--- src/rtl/ewt_pkg.sv ---
// shared types and codes for the expiring work timer table
package ewt_pkg;

    localparam logic [1:0] OP_TICK   = 2'd0;
    localparam logic [1:0] OP_CREATE = 2'd1;
    localparam logic [1:0] OP_REMOVE = 2'd2;

    localparam int QUEUE_DEPTH = 2;

    typedef struct packed {
        logic [1:0]  op;
        logic [15:0] elapsed;
        logic [3:0]  kind;
        logic [7:0]  x;
        logic [7:0]  y;
        logic [15:0] owner;
        logic [3:0]  tier;
        logic [15:0] wait_time;
    } t_cmd;

    typedef struct packed {
        logic [3:0]  kind;
        logic [7:0]  x;
        logic [7:0]  y;
        logic [15:0] owner;
        logic [3:0]  tier;
        logic [15:0] wait_time;
        logic [15:0] timer;
    } t_entry;

    typedef enum logic [1:0] {
        ST_IDLE,
        ST_SWEEP,
        ST_FLUSH
    } t_state;

endpackage

--- src/rtl/ewt_front.sv ---
// input stage: accepts items, drops unknown opcodes, queues commands
module ewt_front
    import ewt_pkg::*;
(
    input  logic        i_clk,
    input  logic        i_rst_n,
    input  logic        i_valid,
    output logic        o_ready,
    input  logic [1:0]  i_opcode,
    input  logic [15:0] i_elapsed,
    input  logic [3:0]  i_work_kind,
    input  logic [7:0]  i_pos_x,
    input  logic [7:0]  i_pos_y,
    input  logic [15:0] i_owner_id,
    input  logic [3:0]  i_tier,
    input  logic [15:0] i_wait_time,
    output logic        o_cmd_valid,
    output t_cmd        o_cmd,
    input  logic        i_cmd_pop
);

    localparam int PW = $clog2(QUEUE_DEPTH);
    localparam int NW = $clog2(QUEUE_DEPTH + 1);

    t_cmd          r_q [QUEUE_DEPTH];
    logic [PW-1:0] r_wr_ptr;
    logic [PW-1:0] n_wr_ptr;
    logic [PW-1:0] r_rd_ptr;
    logic [PW-1:0] n_rd_ptr;
    logic [NW-1:0] r_cnt;
    logic [NW-1:0] n_cnt;
    logic          known_op;
    logic          push;
    logic          pop;
    t_cmd          in_cmd;

    assign o_ready     = (r_cnt != NW'(QUEUE_DEPTH));
    assign o_cmd_valid = (r_cnt != '0);
    assign o_cmd       = r_q[r_rd_ptr];

    assign known_op = (i_opcode == OP_TICK) || (i_opcode == OP_CREATE)
                   || (i_opcode == OP_REMOVE);
    assign push     = i_valid && o_ready && known_op;
    assign pop      = i_cmd_pop && o_cmd_valid;

    always_comb begin
        in_cmd.op        = i_opcode;
        in_cmd.elapsed   = i_elapsed;
        in_cmd.kind      = i_work_kind;
        in_cmd.x         = i_pos_x;
        in_cmd.y         = i_pos_y;
        in_cmd.owner     = i_owner_id;
        in_cmd.tier      = i_tier;
        in_cmd.wait_time = i_wait_time;
    end

    always_comb begin
        n_wr_ptr = r_wr_ptr;
        n_rd_ptr = r_rd_ptr;
        n_cnt    = r_cnt;
        if (push) begin
            n_wr_ptr = (r_wr_ptr == PW'(QUEUE_DEPTH - 1)) ? '0 : r_wr_ptr + 1'b1;
        end
        if (pop) begin
            n_rd_ptr = (r_rd_ptr == PW'(QUEUE_DEPTH - 1)) ? '0 : r_rd_ptr + 1'b1;
        end
        if (push && !pop) begin
            n_cnt = r_cnt + 1'b1;
        end else if (pop && !push) begin
            n_cnt = r_cnt - 1'b1;
        end
    end

    always_ff @(posedge i_clk) begin
        if (!i_rst_n) begin
            r_wr_ptr <= '0;
            r_rd_ptr <= '0;
            r_cnt    <= '0;
        end else begin
            r_wr_ptr <= n_wr_ptr;
            r_rd_ptr <= n_rd_ptr;
            r_cnt    <= n_cnt;
        end
    end

    always_ff @(posedge i_clk) begin
        if (push) begin
            r_q[r_wr_ptr] <= in_cmd;
        end
    end

endmodule

--- src/rtl/ewt_back.sv ---
// table engine: entry memory, create, remove and tick sweeps, result register
module ewt_back
    import ewt_pkg::*;
#(
    parameter int TABLE_DEPTH = 16
) (
    input  logic        i_clk,
    input  logic        i_rst_n,
    input  logic        i_cmd_valid,
    input  t_cmd        i_cmd,
    output logic        o_cmd_pop,
    output logic        o_valid,
    input  logic        i_ready,
    output logic        o_status,
    output logic [3:0]  o_done_kind,
    output logic [7:0]  o_done_x,
    output logic [7:0]  o_done_y,
    output logic [15:0] o_done_owner,
    output logic [3:0]  o_done_tier,
    output logic        o_last
);

    localparam int IW = (TABLE_DEPTH > 1) ? $clog2(TABLE_DEPTH) : 1;
    localparam int CW = $clog2(TABLE_DEPTH + 1);

    t_entry        r_mem [TABLE_DEPTH];
    t_entry        r_rd;
    t_state        r_state;
    t_state        n_state;
    logic [CW-1:0] r_count;
    logic [CW-1:0] n_count;
    logic [CW-1:0] r_idx;
    logic [CW-1:0] n_idx;
    logic [CW-1:0] r_keep;
    logic [CW-1:0] n_keep;
    t_cmd          r_cmd;
    t_cmd          n_cmd;
    t_entry        r_hold;
    t_entry        n_hold;
    logic          r_hold_v;
    logic          n_hold_v;
    logic          r_out_v;
    logic          n_out_v;
    logic          r_out_status;
    logic          n_out_status;
    logic [3:0]    r_out_kind;
    logic [3:0]    n_out_kind;
    logic [7:0]    r_out_x;
    logic [7:0]    n_out_x;
    logic [7:0]    r_out_y;
    logic [7:0]    n_out_y;
    logic [15:0]   r_out_owner;
    logic [15:0]   n_out_owner;
    logic [3:0]    r_out_tier;
    logic [3:0]    n_out_tier;
    logic          r_out_last;
    logic          n_out_last;

    logic          rd_en;
    logic [IW-1:0] rd_addr;
    logic          wr_en;
    logic [IW-1:0] wr_addr;
    t_entry        wr_data;
    t_entry        new_entry;
    logic          out_free;
    logic [16:0]   sum;
    logic [15:0]   sat_timer;
    logic          expired;
    logic          matched;
    logic          is_tick;
    logic          drop;
    logic          in_range;
    logic          step_go;
    logic [CW-1:0] idx_inc;

    assign o_valid      = r_out_v;
    assign o_status     = r_out_status;
    assign o_done_kind  = r_out_kind;
    assign o_done_x     = r_out_x;
    assign o_done_y     = r_out_y;
    assign o_done_owner = r_out_owner;
    assign o_done_tier  = r_out_tier;
    assign o_last       = r_out_last;

    assign out_free  = !r_out_v || i_ready;
    assign sum       = {1'b0, r_rd.timer} + {1'b0, r_cmd.elapsed};
    assign sat_timer = sum[16] ? 16'hFFFF : sum[15:0];
    assign expired   = (sat_timer >= r_rd.wait_time);
    assign matched   = (r_rd.x == r_cmd.x) && (r_rd.y == r_cmd.y)
                    && (r_rd.kind == r_cmd.kind);
    assign is_tick   = (r_cmd.op == OP_TICK);
    assign drop      = is_tick ? expired : matched;
    assign in_range  = (r_idx != r_count);
    assign step_go   = in_range && !(is_tick && expired && r_hold_v && !out_free);
    assign idx_inc   = r_idx + 1'b1;

    always_comb begin
        new_entry.kind      = i_cmd.kind;
        new_entry.x         = i_cmd.x;
        new_entry.y         = i_cmd.y;
        new_entry.owner     = i_cmd.owner;
        new_entry.tier      = i_cmd.tier;
        new_entry.wait_time = i_cmd.wait_time;
        new_entry.timer     = '0;
    end

    always_comb begin
        n_state      = r_state;
        n_count      = r_count;
        n_idx        = r_idx;
        n_keep       = r_keep;
        n_cmd        = r_cmd;
        n_hold       = r_hold;
        n_hold_v     = r_hold_v;
        n_out_v      = r_out_v && !i_ready;
        n_out_status = r_out_status;
        n_out_kind   = r_out_kind;
        n_out_x      = r_out_x;
        n_out_y      = r_out_y;
        n_out_owner  = r_out_owner;
        n_out_tier   = r_out_tier;
        n_out_last   = r_out_last;
        o_cmd_pop    = 1'b0;
        rd_en        = 1'b0;
        rd_addr      = '0;
        wr_en        = 1'b0;
        wr_addr      = r_keep[IW-1:0];
        wr_data      = r_rd;

        unique case (r_state)
            ST_IDLE: begin
                if (i_cmd_valid) begin
                    unique case (i_cmd.op)
                        OP_CREATE: begin
                            if (r_count == CW'(TABLE_DEPTH)) begin
                                if (out_free) begin
                                    o_cmd_pop    = 1'b1;
                                    n_out_v      = 1'b1;
                                    n_out_status = 1'b1;
                                    n_out_kind   = '0;
                                    n_out_x      = '0;
                                    n_out_y      = '0;
                                    n_out_owner  = '0;
                                    n_out_tier   = '0;
                                    n_out_last   = 1'b1;
                                end
                            end else begin
                                o_cmd_pop = 1'b1;
                                wr_en     = 1'b1;
                                wr_addr   = r_count[IW-1:0];
                                wr_data   = new_entry;
                                n_count   = r_count + 1'b1;
                            end
                        end
                        OP_TICK, OP_REMOVE: begin
                            o_cmd_pop = 1'b1;
                            n_cmd     = i_cmd;
                            rd_en     = (r_count != '0);
                            rd_addr   = '0;
                            n_idx     = '0;
                            n_keep    = '0;
                            n_hold_v  = 1'b0;
                            n_state   = ST_SWEEP;
                        end
                        default: begin
                            o_cmd_pop = 1'b1;
                        end
                    endcase
                end
            end
            ST_SWEEP: begin
                if (!in_range) begin
                    n_state = ST_FLUSH;
                end else if (step_go) begin
                    rd_en   = (idx_inc != r_count);
                    rd_addr = idx_inc[IW-1:0];
                    n_idx   = idx_inc;
                    if (drop) begin
                        if (is_tick) begin
                            if (r_hold_v) begin
                                n_out_v      = 1'b1;
                                n_out_status = 1'b0;
                                n_out_kind   = r_hold.kind;
                                n_out_x      = r_hold.x;
                                n_out_y      = r_hold.y;
                                n_out_owner  = r_hold.owner;
                                n_out_tier   = r_hold.tier;
                                n_out_last   = 1'b0;
                            end
                            n_hold   = r_rd;
                            n_hold_v = 1'b1;
                        end
                    end else begin
                        wr_en   = 1'b1;
                        wr_addr = r_keep[IW-1:0];
                        wr_data = r_rd;
                        if (is_tick) begin
                            wr_data.timer = sat_timer;
                        end
                        n_keep = r_keep + 1'b1;
                    end
                end
            end
            ST_FLUSH: begin
                if (!r_hold_v) begin
                    n_count = r_keep;
                    n_state = ST_IDLE;
                end else if (out_free) begin
                    n_out_v      = 1'b1;
                    n_out_status = 1'b0;
                    n_out_kind   = r_hold.kind;
                    n_out_x      = r_hold.x;
                    n_out_y      = r_hold.y;
                    n_out_owner  = r_hold.owner;
                    n_out_tier   = r_hold.tier;
                    n_out_last   = 1'b1;
                    n_hold_v     = 1'b0;
                    n_count      = r_keep;
                    n_state      = ST_IDLE;
                end
            end
            default: begin
                n_state = ST_IDLE;
            end
        endcase
    end

    always_ff @(posedge i_clk) begin
        if (!i_rst_n) begin
            r_state  <= ST_IDLE;
            r_count  <= '0;
            r_idx    <= '0;
            r_keep   <= '0;
            r_hold_v <= 1'b0;
            r_out_v  <= 1'b0;
        end else begin
            r_state  <= n_state;
            r_count  <= n_count;
            r_idx    <= n_idx;
            r_keep   <= n_keep;
            r_hold_v <= n_hold_v;
            r_out_v  <= n_out_v;
        end
    end

    always_ff @(posedge i_clk) begin
        r_cmd        <= n_cmd;
        r_hold       <= n_hold;
        r_out_status <= n_out_status;
        r_out_kind   <= n_out_kind;
        r_out_x      <= n_out_x;
        r_out_y      <= n_out_y;
        r_out_owner  <= n_out_owner;
        r_out_tier   <= n_out_tier;
        r_out_last   <= n_out_last;
    end

    always_ff @(posedge i_clk) begin
        if (wr_en) begin
            r_mem[wr_addr] <= wr_data;
        end
        if (rd_en) begin
            r_rd <= r_mem[rd_addr];
        end
    end

endmodule

--- src/rtl/expiring_work_timer_table.sv ---
// top level of the expiring work timer table
// An ordered table of up to TABLE_DEPTH pending work entries. Create appends
// an entry, or returns one status result when the table is full. Remove and
// tick walk the stored entries in order through the entry memory, one entry
// per cycle while the result side does not stall; a tick result goes out one
// expired entry behind the walk so the final one can carry last. A two-command
// queue sits between the input and the table engine, and results leave through
// an output register, so items are taken while the engine is still busy.
module expiring_work_timer_table
    import ewt_pkg::*;
#(
    parameter int TABLE_DEPTH = 16
) (
    input  logic        i_clk,
    input  logic        i_rst_n,
    input  logic        i_valid,
    output logic        o_ready,
    input  logic [1:0]  i_opcode,
    input  logic [15:0] i_elapsed,
    input  logic [3:0]  i_work_kind,
    input  logic [7:0]  i_pos_x,
    input  logic [7:0]  i_pos_y,
    input  logic [15:0] i_owner_id,
    input  logic [3:0]  i_tier,
    input  logic [15:0] i_wait_time,
    output logic        o_valid,
    input  logic        i_ready,
    output logic        o_status,
    output logic [3:0]  o_done_kind,
    output logic [7:0]  o_done_x,
    output logic [7:0]  o_done_y,
    output logic [15:0] o_done_owner,
    output logic [3:0]  o_done_tier,
    output logic        o_last
);

    logic cmd_valid;
    t_cmd cmd;
    logic cmd_pop;

    ewt_front u_front (
        .i_clk       (i_clk),
        .i_rst_n     (i_rst_n),
        .i_valid     (i_valid),
        .o_ready     (o_ready),
        .i_opcode    (i_opcode),
        .i_elapsed   (i_elapsed),
        .i_work_kind (i_work_kind),
        .i_pos_x     (i_pos_x),
        .i_pos_y     (i_pos_y),
        .i_owner_id  (i_owner_id),
        .i_tier      (i_tier),
        .i_wait_time (i_wait_time),
        .o_cmd_valid (cmd_valid),
        .o_cmd       (cmd),
        .i_cmd_pop   (cmd_pop)
    );

    ewt_back #(
        .TABLE_DEPTH (TABLE_DEPTH)
    ) u_back (
        .i_clk        (i_clk),
        .i_rst_n      (i_rst_n),
        .i_cmd_valid  (cmd_valid),
        .i_cmd        (cmd),
        .o_cmd_pop    (cmd_pop),
        .o_valid      (o_valid),
        .i_ready      (i_ready),
        .o_status     (o_status),
        .o_done_kind  (o_done_kind),
        .o_done_x     (o_done_x),
        .o_done_y     (o_done_y),
        .o_done_owner (o_done_owner),
        .o_done_tier  (o_done_tier),
        .o_last       (o_last)
    );

endmodule

--- config.mk ---
export PLATFORM = sky130hd
export DESIGN_NAME = expiring_work_timer_table
export DESIGN_NICKNAME = d
export VERILOG_FILES = /design/src/rtl/ewt_pkg.sv /design/src/rtl/ewt_front.sv /design/src/rtl/ewt_back.sv /design/src/rtl/expiring_work_timer_table.sv
export SDC_FILE = /design/constraint.sdc
export NUM_CORES = 2
export LEC_CHECK = 0
export ABC_AREA = 1
export ABC_CLOCK_PERIOD_IN_PS = 25600
export BUFFER_PORTS_ARGS = -buffer_cell sky130_fd_sc_hd__buf_2
export CORE_AREA = 2 2 316 396
export CTS_CLUSTER_DIAMETER = 80
export CTS_CLUSTER_SIZE = 25
export DETAILED_ROUTE_END_ITERATION = 8
export DIE_AREA = 0 0 318 398
export PLACE_DENSITY = 0.67
export SYNTH_ARGS = -nofsm -noshare
export SYNTH_HDL_FRONTEND = slang
export SYNTH_SLANG_ARGS = --single-unit
--- constraint.sdc ---
create_clock -name i_clk -period 25.6 [get_ports i_clk]
set_clock_uncertainty 0.15 [all_clocks]
set_input_delay 1.28 -clock i_clk [delete_from_list [all_inputs] [get_ports i_clk]]
set_output_delay 1.28 -clock i_clk [all_outputs]
set_load 0.1 [all_outputs]
* Yosys cells after proc, flatten, opt, wreduce, memory -nomap -nowiden *
Memory sizes are Yosys's and may differ from the RTL's. A register that Yosys moved wholly into a read port is not among the register bits.
Cells that the tools add are included.

storage, ports and cells
  flip-flop bits (word level) = 143
  bits in latches = 0
  RAM bits = 1300
  bits in read-only memories = 0
  input port bits = 78
  output and inout bits = 44
  word-level logic and storage cells = 262
  memories = 2

memories
  name          depth  bits a word  read ports  clocked after Yosys merged registers in  wr ports  RTL line         RTL
  u_back.r_mem  16     72           1           1                                        1         ewt_back.sv:26   t_entry r_mem [TABLE_DEPTH];
  u_front.r_q   2      74           1           1                                        1         ewt_front.sv:25  t_cmd r_q [QUEUE_DEPTH];

cells by class
  add/subtract/negate cells = 8
  multiply operators = 0
  div/mod/pow operators = 0
  order comparisons = 1
  equal/unequal tests = 29
  shifts and indexed selects = 0
  muxes and demuxes = 155
  bitwise logic cells = 0
  reduce and logical (&&, ||, !) cells = 41

operators by type and width
  kind                                                    count
  2-to-1 mux 16 bit                                       16
  2-to-1 mux 72 bit                                       3
  2-to-1 mux 8 bit                                        18
  case mux 72 bit (2 select lines)                        1
  2-to-1 mux 4 bit                                        25
  2-to-1 mux 5 bit                                        12
  2-to-1 mux 1 bit                                        58
  case mux 16 bit (3 select lines)                        1
  case mux 8 bit (3 select lines)                         2
  case mux 5 bit (2 select lines)                         3
  case mux 4 bit (3 select lines)                         2
  inequality test 2 x 1 -> 1 bit (second input constant)  9
  adder 16 x 16 -> 17 bit                                 1
  == test 8 bit                                           2
  greater-or-equal comparator 16 bit                      1
  adder 5 x 1 -> 5 bit (second input constant)            3
  AND reduction 5 bit                                     3
  2-to-1 mux 2 bit                                        7
  inequality test 2 bit (second input constant)           7
  logical AND 1 bit                                       12
  case mux 1 bit (3 select lines)                         4
  AND reduction 12 bit                                    1
  inequality test 5 bit                                   2
  AND reduction 10 bit                                    1
  other kinds (21)                                        40

* Depth between registers and ports, before layout *
  word-level depth = 13
  gate-level depth with buffers = 32
  mapped depth without buffers = 29

* Cells and area by module *
From an unflattened synthesis, not the netlist that was laid out.

second synthesis, totals
  cells, all modules = 6085
  area, all modules = 67523.5 µm²

modules (own cells, without submodules)
  module     times used  cells an instance  area each (µm²)
  ewt_back   1           5816               61689.2
  ewt_front  1           269                5834.3

* Least setup slack after synthesis *
Ideal clock, no wire load.

  path kind = flip-flop to flip-flop
  start point = reg, netlist name u_back.r_rd[0]
  end point = mem u_back.r_mem[10][0] in the netlist's numbering (enable)
  arrival time = 8437 ps
  setup slack = 16404 ps
  cell stages (with the launch flop) = 24
  path buffers = 2
  cells stage by stage = edfxtp_1 > ha_1 > fa_1 > nand2_1 > inv_1 > nand2_1 > nand2_1 > a21oi_1 > o21ai_0 > nand3_1 > nand2_1 > buf_2 > a21oi_1 > o21ai_0 > ha_1 > nand2_1 > o21bai_1 > a21oi_1 > nor2_1 > nand2_2 > nand2_1 > nand3_2 > buf_1 > a211oi_1

between the ends
  longest elaborated chain between the ends = 13
  elaborated cells between the ends (all ways) = 15
  those cells by class = add/sub: 1; order compare: 1; mux: 8; reduce/logical: 5

ends and longest elaborated chain
  what                                      RTL line         RTL
  adder 16 x 16 -> 17 bit *                 ewt_back.sv:86   assign sum = {1'b0, r_rd.timer} + {1'b0, r_cmd.elapsed};
  2-to-1 mux 16 bit *                       ewt_back.sv:87   assign sat_timer = sum[16] ? 16'hFFFF : sum[15:0];
  greater-or-equal comparator 16 bit *      ewt_back.sv:88   assign expired = (sat_timer >= r_rd.wait_time);
  logical AND 1 bit (3 in a row)            ewt_back.sv:94   assign step_go = in_range && !(is_tick && expired && r_hold_v && !out_free);
  logical NOT 1 bit                         ewt_back.sv:94
  logical AND 1 bit                         ewt_back.sv:94
  2-to-1 mux 1 bit *                        ewt_back.sv:174  end else if (step_go) begin
  2-to-1 mux 1 bit *                        ewt_back.sv:172  if (!in_range) begin
  case mux 1 bit (2 select lines) *         ewt_back.sv:130  unique case (r_state)
  2-to-1 mux 1 bit *                        ewt_back.sv:259  if (wr_en) begin
  2-to-1 mux 1 bit (implied by the code) *  ewt_back.sv:260  r_mem[wr_addr] <= wr_data;
  end, declared                             ewt_back.sv:26

Mark *: on every way between the ends. The rest lies on a longest branch, timed or not.

* Worst setup path after layout *
  start point = reg, netlist name u_back.r_rd[0]
  end point = reg, netlist name u_back.r_rd[3]

between the ends
  longest elaborated chain between the ends = 11
  elaborated cells between the ends (all ways) = 14
  those cells by class = add/sub: 1; order compare: 1; mux: 7; reduce/logical: 5

ends and longest elaborated chain
  what                                                                 RTL line
  adder 16 x 16 -> 17 bit *                                            ewt_back.sv:86
  2-to-1 mux 16 bit *                                                  ewt_back.sv:87
  greater-or-equal comparator 16 bit *                                 ewt_back.sv:88
  logical AND 1 bit * (3 in a row)                                     ewt_back.sv:94
  logical NOT 1 bit *                                                  ewt_back.sv:94
  logical AND 1 bit *                                                  ewt_back.sv:94
  2-to-1 mux 1 bit or 2-to-1 mux 4 bit (tied branches)                 ewt_back.sv:174
  2-to-1 mux 1 bit or 2-to-1 mux 4 bit (tied branches)                 ewt_back.sv:172
  case mux 1 bit (2 select lines) or 2-to-1 mux 4 bit (tied branches)  n/a

Marks and branches as above.
A chain may end at the register's enable or synchronous reset.

==> out/qor.yml <==
status: "complete, no violations"
worstSetupPathType: "reg2reg"
synth_edf_count: 1492
ys.flop_type: "edfxtp_1"
syn_avg_cell_area_um2: 10.94
final_nets: 6151
final_core_util_pct: 58.09
firstDrtPassIters: 5
drc: 0
cts_tree: "built"
start_kind: "flop"
met3_usage_pct: 3.580
design.core.area_um2: 122700
max_freq_mhz: 130.3
maxSlewHeadroom_pct: 6.211
max-vdd-ir-drop_uv: 93.17
dp_hpwl_mm: 88.91
finalCritPeriodShare_pct: 29.98
worstHoldStart: "u_front.r_rd_ptr"
synthTopCellsByArea: "edfxtp_1 (67%), nand3_1 (6.6%), inv_1 (5.7%), nand4_1 (5.4%), nand2_1 (4.5%)"
cpMostUsedCell: "nand2_1"
min_path_type: "reg2reg"
required_ps: 25930
grt_use_met1_pct: 38.03
num-fill-cells: 9870
multiInputGateArea_um2: 16430
clockBufferDepth: 3
slowest_delay_ps: 920
die-height_um: 398
dieArea_um2: 126600
place_area_um2: 69150
synth.distinct_cells: 41
dr_total_vias: 45275
design_area_um2: 71270
routabilityCongestion: 0.8466
fp.dieW_um: 318
yosys_warnings: 0
grt_pass1_wl_mm: 263.4
synthDominantCellAreaShare_pct: 66.80
drt-total-wl_mm: 174.8
power_density_nw_per_um2: 97.57
ctsHoldBuffers: 0
cts_resized: 0
drt-initial-drc-count: 6276
finalNonFillerCells: 7666
viasPerCell: 5.906
seq_area_frac_synth_pct: 67.52
r2r_cells: 27
regArea_um2: 45290
fin_crit_ps: 7674
clk_pin_slew_worst_paths_ps: 100
yosysMostFrequentCell: "edfxtp_1"
drt-wirelength-per-cell_um: 22.81
synthTopCellsByCount: "edfxtp_1 (1492), inv_1 (1025), nand3_1 (890)"
r2r_setup_slack_ps: 17930
hold_violations: 0
whs_path_depth: 1
grt_setup_unrepaired: "no"
async_flop_share_pct: 0
tightest_slew_ps: 1397
synth-seq-cells: 1516
syn-num-nets: 6248
crit_path_end_kind: "flop"
grt_usage_pct: 27.39
io_buffers: 121
use_met2_pct: 45.28
yosys.area.top_type: "edfxtp_1"
cp.arrival_ps: 8000
r2r-end: "u_back.r_rd[3]"
drive_gt1_share_pct: 8.815
row_count: 144
h-tree-depth: 3
netlist_area_um2: 67070
syn_inst: 6128
finalSetupTns_ps: 0
clock_sinks: 1516
report.final.slew_viol_count: 0
grt.busiest_layer: "met2"
antenna_found_initial: 5
dp_cells: 7563
clk-insertion-delay-late_ps: 720
max_cap_violations: 0
slowest_stage: "buf_4"
p_leak_nw: 28.31
grt_max_degree: 221
root_buffer: "clkbuf_16"
areaGrowthSynthToFinish_pct: 6.272
setup_viol: 0
post_cts_buffers: 0
holdWs_ps: 308.7
initial_core_util_pct: 54.66
overflow: 0
ios: 122
rr_startpoint: "u_back.r_rd[0]"
grt_pass1_vias: 42702
worst-path-max-fanout: 105
cts_inserted_buffers: 72
ant_nets: 0
[layer usage]
layer,share of wire [%],vias to the layer above
met5,0.0092,-
met4,2.7,2
met3,9.3,292
met2,48,2150
met1,40,22076
li1,-,20755
[critical path, delay by kind of cell, from the launching register on]
kind                     cells  cell delay (ps)
flip-flops                   1              400
buffers and inverters        5             2660
adder cells (fa/ha/maj)      3              900
AND/OR/NAND/NOR             15             2470
AO/OA/AOI/OAI                4              650
[cells in the final DEF, fill, tap and decap left out, types with 7 or more instances in the layout]
master     count
a211oi_4      16
a21oi_1       60
buf_2        121
buf_4        111
clkbuf_1      12
clkbuf_16     77
dfxtp_1       23
edfxtp_1    1492
ha_1          39
inv_1       1023
mux2i_1       21
nand2_1      808
nand3_1      890
nand4_1      580
nor2_1       384
nor2_4         7
nor3_1         9
o21ai_0      113
o21ai_1       16
o32ai_2       12
or2_2        152
xnor2_1       15
xor2_1        18
[report_power, final]
group          switching [mW]  leakage (nW)  internal, mW
sequential              0.101          13.7          3.34
clock                   0.763          1.03         0.573
combinational            1.63          13.6         0.545
total                    2.49          28.3          4.46
[through the flow]
stage	setup WS (ps)	total power, mW
floorplan	16400	4.910
global placement	18120	5.598
detailed placement	18070	5.641
CTS	18040	6.954
global route	17280	7.283
finish	17930	6.954
[kinds of logic after synthesis]
group,after synthesis,share of synthesized area (%)
xor gates and xnor gates,33,0.4310
muxes,21,0.3134
buffers and inverters,1437,8.546
and+or+nand+nor,2845,20.45
AOI/OAI and AO/OA,234,1.950
adders and majority gates,42,0.7947
DFF,1516,67.52
[sequential cells by signal (all words and copies together), names as in the netlist, 2 cells and up, named ones only]
| register | flops |
|---|---|
| u_front.r_cnt | 2 |
| u_back.r_mem | 1152 |
| u_back.r_state | 2 |
| u_back.r_keep | 5 |
| u_back.o_done_tier | 4 |
| u_front.r_q | 148 |
| u_back.r_hold | 40 |
| u_back.o_done_y | 8 |
| u_back.r_count | 5 |
| u_back.o_done_owner | 16 |
| u_back.o_done_x | 8 |
| u_back.r_idx | 5 |
| u_back.o_done_kind | 4 |
| u_back.r_cmd | 38 |
| u_back.r_rd | 72 |
[layout make-up]
class / count / area share (%)
Antenna cell: 2 / 0.007022
Clock buffer: 89 / 2.767
Clock inverter: 12 / 0.2071
Timing Repair Buffer: 237 / 2.159
Inverter: 1029 / 5.447
Multi-Input combinational cell: 3175 / 23.05
Sequential cell: 1516 / 63.54
Tap cell: 1606 / 2.819
[worst max path at each step]
stage	from	to	slack, ps	cells after the start
final	u_back.r_rd[0]	u_back.r_rd[3]	17930	27
after global routing	u_back.r_rd[0]	u_back.r_rd[22]	17280	27
after CTS	u_back.r_rd[0]	u_back.r_rd[23]	18040	27
after global placement	u_back.r_rd[0]	u_back.r_rd[3]	18120	27
after floorplan	u_back.r_rd[0]	u_back.r_mem[10][0]	16400	23
after detailed placement	u_back.r_rd[0]	u_back.r_rd[3]	18070	27
No activity file was read; power rests on OpenSTA's default activity.
